[config.mk]
export PLATFORM = sky130hd
export DESIGN_NAME = rgb_led_pwm_bit_encoder
export DESIGN_NICKNAME = d
export VERILOG_FILES = /design/src/design/rgbpwm_pkg.sv /design/src/design/rgb_led_pwm_bit_encoder.sv /design/src/design/rgbpwm_scale.sv
export SDC_FILE = /design/constraint.sdc
export NUM_CORES = 1
export LEC_CHECK = 0
export BUFFER_PORTS_ARGS = -buffer_cell sky130_fd_sc_hd__clkbuf_2
export CAP_MARGIN = 10
export CORE_ASPECT_RATIO = 0.75
export CORE_UTILIZATION = 44
export CTS_CLUSTER_DIAMETER = 50
export DETAILED_ROUTE_END_ITERATION = 6
export MAX_ROUTING_LAYER = met4
export PLACE_DENSITY = 0.62
export SLEW_MARGIN = 20
export SYNTH_ARGS = -nofsm -noshare
export SYNTH_HDL_FRONTEND = slang
export SYNTH_SLANG_ARGS = --single-unit
[constraint.sdc]
create_clock -name clk -period 6.8 [get_ports clk]
set_input_delay 1.7 -clock clk [delete_from_list [all_inputs] [get_ports clk]]
set_output_delay 1.7 -clock clk [all_outputs]
set_load 0.01 [all_outputs]
[src/design/rgbpwm_pkg.sv]
// ----------------------------------------------------------------------------
// rgbpwm_pkg
// Shared constants, types and the brightness gain table for the LED encoder.
// ----------------------------------------------------------------------------
package rgbpwm_pkg;

  localparam int unsigned PIXEL_BITS  = 24;
  localparam int unsigned RESET_SLOTS = 50;
  localparam int unsigned MAX_BRIGHT  = 45;
  localparam int unsigned CNT_W       = 6;   // holds up to 63 remaining slots
  localparam int unsigned GAIN_W      = 17;  // unsigned Q16, 1.0 = 65536

  localparam logic [5:0] BRIGHT_RST    = 6'd0;
  localparam logic [7:0] ONE_CODE_RST  = 8'd60;
  localparam logic [7:0] ZERO_CODE_RST = 8'd30;

  typedef enum logic [1:0] {
    REG_BRIGHTNESS = 2'd0,
    REG_ONE_CODE   = 2'd1,
    REG_ZERO_CODE  = 2'd2
  } reg_idx_t;

  // round(tan(b deg) * 65536); input already clamped to 0..45
  function automatic logic [GAIN_W-1:0] tan_gain(input logic [5:0] b);
    logic [GAIN_W-1:0] g;
    case (b)
      6'd0:  g = 17'd0;
      6'd1:  g = 17'd1144;
      6'd2:  g = 17'd2289;
      6'd3:  g = 17'd3435;
      6'd4:  g = 17'd4583;
      6'd5:  g = 17'd5734;
      6'd6:  g = 17'd6888;
      6'd7:  g = 17'd8047;
      6'd8:  g = 17'd9210;
      6'd9:  g = 17'd10380;
      6'd10: g = 17'd11556;
      6'd11: g = 17'd12739;
      6'd12: g = 17'd13930;
      6'd13: g = 17'd15130;
      6'd14: g = 17'd16340;
      6'd15: g = 17'd17560;
      6'd16: g = 17'd18792;
      6'd17: g = 17'd20036;
      6'd18: g = 17'd21294;
      6'd19: g = 17'd22566;
      6'd20: g = 17'd23853;
      6'd21: g = 17'd25157;
      6'd22: g = 17'd26478;
      6'd23: g = 17'd27818;
      6'd24: g = 17'd29179;
      6'd25: g = 17'd30560;
      6'd26: g = 17'd31964;
      6'd27: g = 17'd33392;
      6'd28: g = 17'd34846;
      6'd29: g = 17'd36327;
      6'd30: g = 17'd37837;
      6'd31: g = 17'd39378;
      6'd32: g = 17'd40951;
      6'd33: g = 17'd42560;
      6'd34: g = 17'd44205;
      6'd35: g = 17'd45889;
      6'd36: g = 17'd47615;
      6'd37: g = 17'd49385;
      6'd38: g = 17'd51202;
      6'd39: g = 17'd53070;
      6'd40: g = 17'd54991;
      6'd41: g = 17'd56970;
      6'd42: g = 17'd59009;
      6'd43: g = 17'd61113;
      6'd44: g = 17'd63287;
      default: g = 17'd65536;
    endcase
    return g;
  endfunction

endpackage

[src/design/rgb_led_pwm_bit_encoder.sv]
// ----------------------------------------------------------------------------
// rgb_led_pwm_bit_encoder
// A pixel item (command 0) becomes 24 duty codes, green, red, blue, MSB first,
// each one_code or zero_code after the channels are scaled by tan(brightness).
// An end-of-frame item (command 1) becomes 50 zero duty codes. The final code
// of each run has out_last set. One duty code leaves per cycle unless
// out_ready stalls the output register. A second item is held in the input
// register while the current one shifts out, and the scaling is done as it
// moves into the shifter, so consecutive items stream with no gap.
// Registers (APB, byte address): 0x0 brightness, 0x4 one_code, 0x8 zero_code.
// ----------------------------------------------------------------------------
module rgb_led_pwm_bit_encoder (
  input  logic        clk,
  input  logic        rst_n,
  // configuration
  input  logic        psel,
  input  logic        penable,
  input  logic        pwrite,
  input  logic [3:0]  paddr,
  input  logic [31:0] pwdata,
  output logic [31:0] prdata,
  output logic        pready,
  // input items
  input  logic        in_valid,
  output logic        in_ready,
  input  logic        in_command,
  input  logic [7:0]  in_red,
  input  logic [7:0]  in_green,
  input  logic [7:0]  in_blue,
  // result items
  output logic        out_valid,
  input  logic        out_ready,
  output logic [7:0]  out_duty,
  output logic        out_last
);

  localparam int unsigned PW = rgbpwm_pkg::PIXEL_BITS;
  localparam int unsigned CW = rgbpwm_pkg::CNT_W;

  // configuration registers
  logic [5:0] brightness_r;
  logic [7:0] one_code_r;
  logic [7:0] zero_code_r;
  logic       cfg_wr;
  rgbpwm_pkg::reg_idx_t cfg_idx;

  assign pready  = 1'b1;
  assign cfg_wr  = psel & penable & pwrite & pready;
  assign cfg_idx = rgbpwm_pkg::reg_idx_t'(paddr[3:2]);

  always_ff @(posedge clk) begin
    if (!rst_n) begin
      brightness_r <= rgbpwm_pkg::BRIGHT_RST;
      one_code_r   <= rgbpwm_pkg::ONE_CODE_RST;
      zero_code_r  <= rgbpwm_pkg::ZERO_CODE_RST;
    end else if (cfg_wr) begin
      case (cfg_idx)
        rgbpwm_pkg::REG_BRIGHTNESS: brightness_r <= pwdata[5:0];
        rgbpwm_pkg::REG_ONE_CODE:   one_code_r   <= pwdata[7:0];
        rgbpwm_pkg::REG_ZERO_CODE:  zero_code_r  <= pwdata[7:0];
        default: ;
      endcase
    end
  end

  always_comb begin
    case (cfg_idx)
      rgbpwm_pkg::REG_BRIGHTNESS: prdata = {26'd0, brightness_r};
      rgbpwm_pkg::REG_ONE_CODE:   prdata = {24'd0, one_code_r};
      rgbpwm_pkg::REG_ZERO_CODE:  prdata = {24'd0, zero_code_r};
      default:                    prdata = 32'd0;
    endcase
  end

  // input holding register
  logic       hold_valid_r;
  logic       hold_cmd_r;
  logic [7:0] hold_red_r;
  logic [7:0] hold_green_r;
  logic [7:0] hold_blue_r;

  // serializer
  logic          sh_valid_r;
  logic          sh_cmd_r;
  logic [PW-1:0] sh_word_r;
  logic [CW-1:0] sh_cnt_r;     // slots remaining after the current one

  // output register
  logic       out_valid_r;
  logic [7:0] out_duty_r;
  logic       out_last_r;

  logic          emit;
  logic          emit_last;
  logic          load;
  logic [PW-1:0] scaled_word;
  logic [7:0]    slot_duty;

  rgbpwm_scale u_scale (
    .brightness (brightness_r),
    .red        (hold_red_r),
    .green      (hold_green_r),
    .blue       (hold_blue_r),
    .word       (scaled_word)
  );

  assign emit      = sh_valid_r & (~out_valid_r | out_ready);
  assign emit_last = emit & (sh_cnt_r == '0);
  assign load      = hold_valid_r & (~sh_valid_r | emit_last);
  assign in_ready  = ~hold_valid_r | load;

  assign slot_duty = sh_cmd_r ? 8'd0 : (sh_word_r[PW-1] ? one_code_r : zero_code_r);

  always_ff @(posedge clk) begin
    if (!rst_n) begin
      hold_valid_r <= 1'b0;
    end else if (in_valid && in_ready) begin
      hold_valid_r <= 1'b1;
    end else if (load) begin
      hold_valid_r <= 1'b0;
    end
  end

  always_ff @(posedge clk) begin
    if (in_valid && in_ready) begin
      hold_cmd_r   <= in_command;
      hold_red_r   <= in_red;
      hold_green_r <= in_green;
      hold_blue_r  <= in_blue;
    end
  end

  always_ff @(posedge clk) begin
    if (!rst_n) begin
      sh_valid_r <= 1'b0;
    end else if (load) begin
      sh_valid_r <= 1'b1;
    end else if (emit_last) begin
      sh_valid_r <= 1'b0;
    end
  end

  always_ff @(posedge clk) begin
    if (load) begin
      sh_cmd_r  <= hold_cmd_r;
      sh_word_r <= scaled_word;
      sh_cnt_r  <= hold_cmd_r ? CW'(rgbpwm_pkg::RESET_SLOTS - 1) : CW'(PW - 1);
    end else if (emit) begin
      sh_word_r <= {sh_word_r[PW-2:0], 1'b0};
      sh_cnt_r  <= sh_cnt_r - CW'(1);
    end
  end

  always_ff @(posedge clk) begin
    if (!rst_n) begin
      out_valid_r <= 1'b0;
    end else if (emit) begin
      out_valid_r <= 1'b1;
    end else if (out_ready) begin
      out_valid_r <= 1'b0;
    end
  end

  always_ff @(posedge clk) begin
    if (emit) begin
      out_duty_r <= slot_duty;
      out_last_r <= (sh_cnt_r == '0);
    end
  end

  assign out_valid = out_valid_r;
  assign out_duty  = out_duty_r;
  assign out_last  = out_last_r;

  // a pixel run never counts past its 24 slots
  a_pixel_cnt: assert property (@(posedge clk) disable iff (!rst_n)
    (sh_valid_r && !sh_cmd_r) |-> (sh_cnt_r <= CW'(PW - 1)))
    else $error("pixel slot count out of range");

  // the shifter only loads when it is empty or finishing its run
  a_load_safe: assert property (@(posedge clk) disable iff (!rst_n)
    load |-> (!sh_valid_r || emit_last))
    else $error("serializer overwritten mid-run");

  // an accepted item is held until it moves into the shifter
  a_hold: assert property (@(posedge clk) disable iff (!rst_n)
    (in_valid && in_ready) |=> hold_valid_r)
    else $error("accepted item lost");

  // finishing a run with nothing waiting leaves the shifter idle
  a_drain: assert property (@(posedge clk) disable iff (!rst_n)
    (emit_last && !load) |=> !sh_valid_r)
    else $error("serializer did not drain");

endmodule

[src/design/rgbpwm_scale.sv]
// ----------------------------------------------------------------------------
// rgbpwm_scale
// Applies the brightness gain to one pixel and packs it green, red, blue.
// ----------------------------------------------------------------------------
module rgbpwm_scale (
  input  logic [5:0]                       brightness,
  input  logic [7:0]                       red,
  input  logic [7:0]                       green,
  input  logic [7:0]                       blue,
  output logic [rgbpwm_pkg::PIXEL_BITS-1:0] word
);

  logic [5:0]                      bright_clamped;
  logic [rgbpwm_pkg::GAIN_W-1:0]   gain;
  logic [rgbpwm_pkg::GAIN_W+7:0]   prod_red;
  logic [rgbpwm_pkg::GAIN_W+7:0]   prod_green;
  logic [rgbpwm_pkg::GAIN_W+7:0]   prod_blue;

  always_comb begin
    bright_clamped = (brightness > 6'(rgbpwm_pkg::MAX_BRIGHT)) ?
                     6'(rgbpwm_pkg::MAX_BRIGHT) : brightness;
  end

  assign gain = rgbpwm_pkg::tan_gain(bright_clamped);

  // product never exceeds the channel, so bits [23:16] hold the whole result
  assign prod_red   = {{rgbpwm_pkg::GAIN_W{1'b0}}, red}   * {8'd0, gain};
  assign prod_green = {{rgbpwm_pkg::GAIN_W{1'b0}}, green} * {8'd0, gain};
  assign prod_blue  = {{rgbpwm_pkg::GAIN_W{1'b0}}, blue}  * {8'd0, gain};

  assign word = {prod_green[23:16], prod_red[23:16], prod_blue[23:16]};

endmodule
; Yosys cells after proc, flatten, opt, wreduce, memory -nomap -nowiden
; Memories as Yosys holds them, arrays and structs flattened.
; Index checks and enable logic that the tools add are counted.
; Widths: inputs -> output; s select.
[classes]
addsub = 1
mul = 3
n_lt_le_gt_ge = 1
n_eq_ne = 2
muxes = 14
bitwise = 11
reduce_logical = 10
[op_table]
columns = operator, n
row1 = $mul 8x17->24, 3
row2 = $mux 24, 2
row3 = $mux 6, 4
row4 = $pmux 8 s3, 1
row5 = $mux 8, 1
row6 = $reduce_bool 2->1, 4
row7 = $gt 6x6->1 const B, 1
row8 = $logic_not 6->1, 1
row9 = $mux 1, 6
row10 = $reduce_and 2->1, 3
row11 = $sub 6x1->6 const B, 1
row12 = $and 1x1->1, 5
row13 = $not 1->1, 3
row14 = $or 1x1->1, 3
row15 = $eq 2x1->1 const B, 1
row16 = $eq 2x2->1 const B, 1
row17 = $logic_not 2->1, 1
row18 = $logic_and 1x1->1, 1
[word_totals]
register_bits = 90
romBits = 1088
wordCells = 58
n_memories = 1
[mem_list]
columns = name, words, width, rd, rd_ports_with_merged_regs, wr, line_no
row1 = (no name shown), 64, 17, 1, 0, 0, rgbpwm_pkg.sv:26  ; case (b)

; Depth between registers and ports, before layout
[logic_depth]
word_depth = 9
mapped_depth = 32
mapped_depth_nobuf = 29

; Hierarchy
; Synthesis repeated with hierarchy kept, for this count alone.
[unflattened]
hier_cells = 1863
area_unflattened_um2 = 17133.9
[modules_own_cells]
columns = module, n_inst, cells_per_inst, area_per_inst_um2, seq_area_each_um2
row1 = rgbpwm_scale, 1, 1578, 13225.2, 0.0
row2 = rgb_led_pwm_bit_encoder, 1, 285, 3908.7, 2452.4

; Worst setup path before layout
; No wires, ideal clock.
[synth_path]
kind = register -> register
from = register brightness_r[3]
to = register sh_word_r[7], data pin
setup_time_ps = 265
t_arrival_ps = 6873
t_required_ps = 6535
setup_slack_ps = -338
stages_incl_launch_ff = 31
synth_period_minus_slack_ps = 7138
path_cell_list = dfxtp_1 -> buf_4 -> buf_4 -> a31o_1 -> a21o_1 -> inv_2 -> ha_1 -> clkbuf_1 -> nor2_1 -> a22o_1 -> a211oi_1 -> a211oi_1 -> a21oi_1 -> clkbuf_1 -> nor2b_1 -> fa_1 -> fa_1 -> fa_1 -> inv_1 -> fa_1 -> inv_1 -> ha_1 -> nand3_1 -> a2111oi_0 -> a21bo_2 -> a21boi_1 -> a311oi_1 -> or2_1 -> o2111ai_1 -> xnor2_1 -> o21ai_1
[synth_via]
elab_chain_cells = 5
[synth_lines]
columns = element, line_no
row1 = start: declaration, rgb_led_pwm_bit_encoder.sv:41  ; logic [5:0] brightness_r;
row2 = start signal: assignment, rgb_led_pwm_bit_encoder.sv:53  ; brightness_r <= rgbpwm_pkg::BRIGHT_RST;
row3 = start signal: assignment, rgb_led_pwm_bit_encoder.sv:58  ; rgbpwm_pkg::REG_BRIGHTNESS: brightness_r <= pwdata[5:0];
row4 = $gt 6x6->1, rgbpwm_scale.sv:20  ; bright_clamped = (brightness > 6'(rgbpwm_pkg::MAX_BRIGHT)) ?
row5 = $mux 6 *, rgbpwm_scale.sv:20
row6 = $mem_v2 64x17 *, --
row7 = $mul 8x17->24 *, rgbpwm_scale.sv:29  ; assign prod_blue = {{rgbpwm_pkg::GAIN_W{1'b0}}, blue} * {8'd0, gain};
row8 = $mux 24 *, rgb_led_pwm_bit_encoder.sv:144  ; if (load) begin
row9 = end signal: assignment, rgb_led_pwm_bit_encoder.sv:146  ; sh_word_r <= scaled_word;
row10 = end signal: assignment, rgb_led_pwm_bit_encoder.sv:149  ; sh_word_r <= {sh_word_r[PW-2:0], 1'b0};
row11 = end: declaration, rgb_led_pwm_bit_encoder.sv:85  ; logic [PW-1:0] sh_word_r;
; Mark *: on every way between the ends. The rest lies on a longest branch, timed or not.
; A chain may end at the register's enable or synchronous reset.

; Final worst setup path
[layout_path]
from = register brightness_r[3]
to = register sh_word_r[20], data pin
[layout_via]
elab_chain_cells = 5
[layout_lines]
columns = element, line_no
row1 = $gt 6x6->1, rgbpwm_scale.sv:20
row2 = $mux 6 *, rgbpwm_scale.sv:20
row3 = $mem_v2 64x17 *, --
row4 = $mul 8x17->24 *, rgbpwm_scale.sv:28  ; assign prod_green = {{rgbpwm_pkg::GAIN_W{1'b0}}, green} * {8'd0, gain};
row5 = $mux 24 *, rgb_led_pwm_bit_encoder.sv:144
; Marks and branches as above.

==> results.cfg <==
[flow_run]
max_cap_viol_count = 0

[floorplanning]
initial_core_util_pct = 45.1
placementRows = 61
core_um2 = 37400
io_pins = 112
die_area_um2 = 39100
dieHeight_um = 172
fp.dieW_um = 228

[timing]
tns_ns = -0.0279
rsz0062_at_grt = yes
finalWorstSetupSlack_ns = -0.0279
final_hold_viol_count = 0
max-slew-margin-rel_pct = 29.2
setup_viol = 1
max_freq_ghz = 0.146
fin_hold_ws_ns = 0.450
period_share_pct = 100
slew_violations = 0
tightest_slew_ns = 1.06
period_minus_slack_ns = 6.83
clock_skew_ns = 0.0192

[synthesis]
ys_ff_latch = 90
avgSynthCellArea_um2 = 9.06
yosysTopAreaCell = fa_1
yosysMostFrequentCell = inv_1
netlist_area_um2 = 16900
yosysSeqAreaShare_pct = 14.5
yosysWarnings = 0
synthTopCellsByCount = inv_1 (310), and2_1 (271), fa_1 (264)
syn_inst = 1861
synth_cell_types = 79
ys.flop_type = edfxtp_1
synth.top_cell.area_share_pct = 31.4
synth_area_leaders = fa_1 (31%), edfxtp_1 (12%), and2_1 (10%)
synth-edff-count = 65
async_flop_share_pct = 0

[power]
power.total_uw = 1940
vdd_drop_max_mv = 0.139
power_density_nw_per_um2 = 95.0
p_leak_uw = 0.0100

[placement]
port_buffers = 60
dp_hpwl_um = 32200
placed_area_um2 = 18700
dp_cells = 2485
gp_congestion = 0.924

[critical_path]
max_stage_delay_ns = 0.51
cp-start-kind = register
arrival_ns = 6.93
crit_slowest_cell = fa_1
crit_type = register to register
crit_path_end_kind = register
cp_max_fo = 7
cp.required_ns = 6.90

[drt]
drc = 0
wire_per_inst_um = 16.8
viasPerCell = 5.15
ant_nets = 0
num_vias = 13126
routed_wl_um = 42900
drtIter0Drc = 836
drtPass1Iterations = 5

[clock_network]
clock_path_buffers = 2
cts_tree = yes
cts_max_level = 3
cts_root_buf = clkbuf_16
cts_sinks = 90
clock_latency_ns = 0.39
clkSlewWorstSetupHoldPaths_ns = 0.08
numCtsBuffers = 9

[finish]
areaGrowthSynthToFinish_pct = 20.8
nets = 2501
multi_input_area_um2 = 13700
seq_area_um2 = 2460
fill_cells = 3446
post_route_cells_drive_above_1_share_pct = 22.4
stdcell_count = 2548
final_cell_area_um2 = 20400
antennaDiodeCount = 0

[grt]
grt-ovfl-total = 0
grt_max_degree = 51
grt_first_pass_wirelength_um = 70700
grt_pass1_vias = 13491
antenna_found_initial = 0
grt_usage_pct = 23.4

[outcome]
violations = setup timing
status = complete, but fails checks

[worst_hold_path]
hp-class = register to register
-- through the flow --
step / worst slack (ns) / utilization (%)
3_3_place_gp: -0.355 / 49.9
2_1_floorplan: 0.00436 / -
4_1_cts: -0.0502 / 51.8
6_report: -0.0279 / 54.5
3_5_place_dp: -0.421 / 49.9
5_1_grt: -0.306 / 54.5
-- registers in the layout (all words and copies together), names as in the netlist --
name and flops:
hold_valid_r 1, out_duty 8, hold_cmd_r 1, hold_red_r 8, zero_code_r 8, sh_valid_r 1, hold_green_r 8, hold_blue_r 8
sh_cnt_r 6, one_code_r 8, out_valid 1, sh_cmd_r 1, brightness_r 6, sh_word_r 24, out_last 1
-- per-layer routing --
| layer | vias up | track usage, % | wire (µm) |
|---|---|---|---|
| li1 | 6155 | - | - |
| met1 | 6659 | 33.9 | 21500 |
| met2 | 282 | 35.0 | 18900 |
| met3 | 30 | 3.55 | 2130 |
| met4 | 0 | 3.97 | 427 |
| met5 | - | - | 0 |
-- worst max-delay path: cells and delay by family, from the launching register on --
| kind | cells | cell delay (ns) |
|---|---|---|
| compound gates | 8 | 1.23 |
| xor+xnor | 1 | 0.14 |
| fa+ha+maj | 6 | 2.38 |
| buf+inv | 10 | 1.29 |
| flops | 1 | 0.37 |
| simple gates | 8 | 1.13 |
-- kinds of logic after synthesis --
| kind of cell | Yosys count | share of synthesized area (%) |
|---|---|---|
| xor+xnor | 37 | 1.92 |
| buf+inv | 440 | 10.6 |
| mux | 35 | 2.12 |
| compound gates | 232 | 9.38 |
| other cells | 2 | 0.0446 |
| flops | 90 | 14.5 |
| simple gates | 630 | 20.4 |
| fa+ha+maj | 395 | 41.1 |
-- where the power goes --
group	switching [µW]	internal, µW
registers	61.2	636
logic	376	320
clock network	280	262
total	717	1220
-- cells in the final DEF (no fill, tap or decap), drive strengths merged, types with 9 or more instances in the layout --
cell type / Yosys / final
mux2i: 33 / 33
a211oi: 13 / 13
and2: 271 / 271
nand2b: 14 / 14
conb: 2 / 25
dfxtp: 25 / 25
o21ai: 55 / 55
a21o: 26 / 26
clkbuf: 81 / 71
a221oi: 9 / 9
a31oi: 10 / 10
nand2: 155 / 155
fa: 264 / 264
a21oi: 55 / 55
nor2b: 91 / 91
inv: 312 / 317
nor2: 42 / 42
edfxtp: 65 / 65
nand3: 21 / 21
ha: 130 / 130
xnor2: 29 / 29
buf: 47 / 210
-- final timing paths --
kind / from / to / slack (ns) / cells after the start
hold reg to reg: hold_cmd_r / sh_cmd_r / 0.45 / 0
hold / removal: hold_cmd_r / sh_cmd_r / 0.45 / 0
setup reg to reg: brightness_r[3] / sh_word_r[20] / -0.03 / 33
setup / recovery: brightness_r[3] / sh_word_r[20] / -0.03 / 33
-- what timing repair did --
item | 4_1_cts | 5_1_grt
endpoints found under the hold margin | 0 | 0
endpoints found under the setup margin | 21 | 21
buffers inserted | 15 | 29
cloned | 0 | 3
hold buffers | 0 | 0
pin swaps | 28 | 99
gates resized for setup | 65 | 138
-- cell type report --
type	count	share of cell area [%]
timing repair buffer	272	10.5
clock buffer	9	1.11
sequential	90	12.1
clock inverter	7	0.362
tap	504	3.10
inverter	312	5.78
multi-input combinational	1354	67.1
Power figures use the tool's default switching activity.
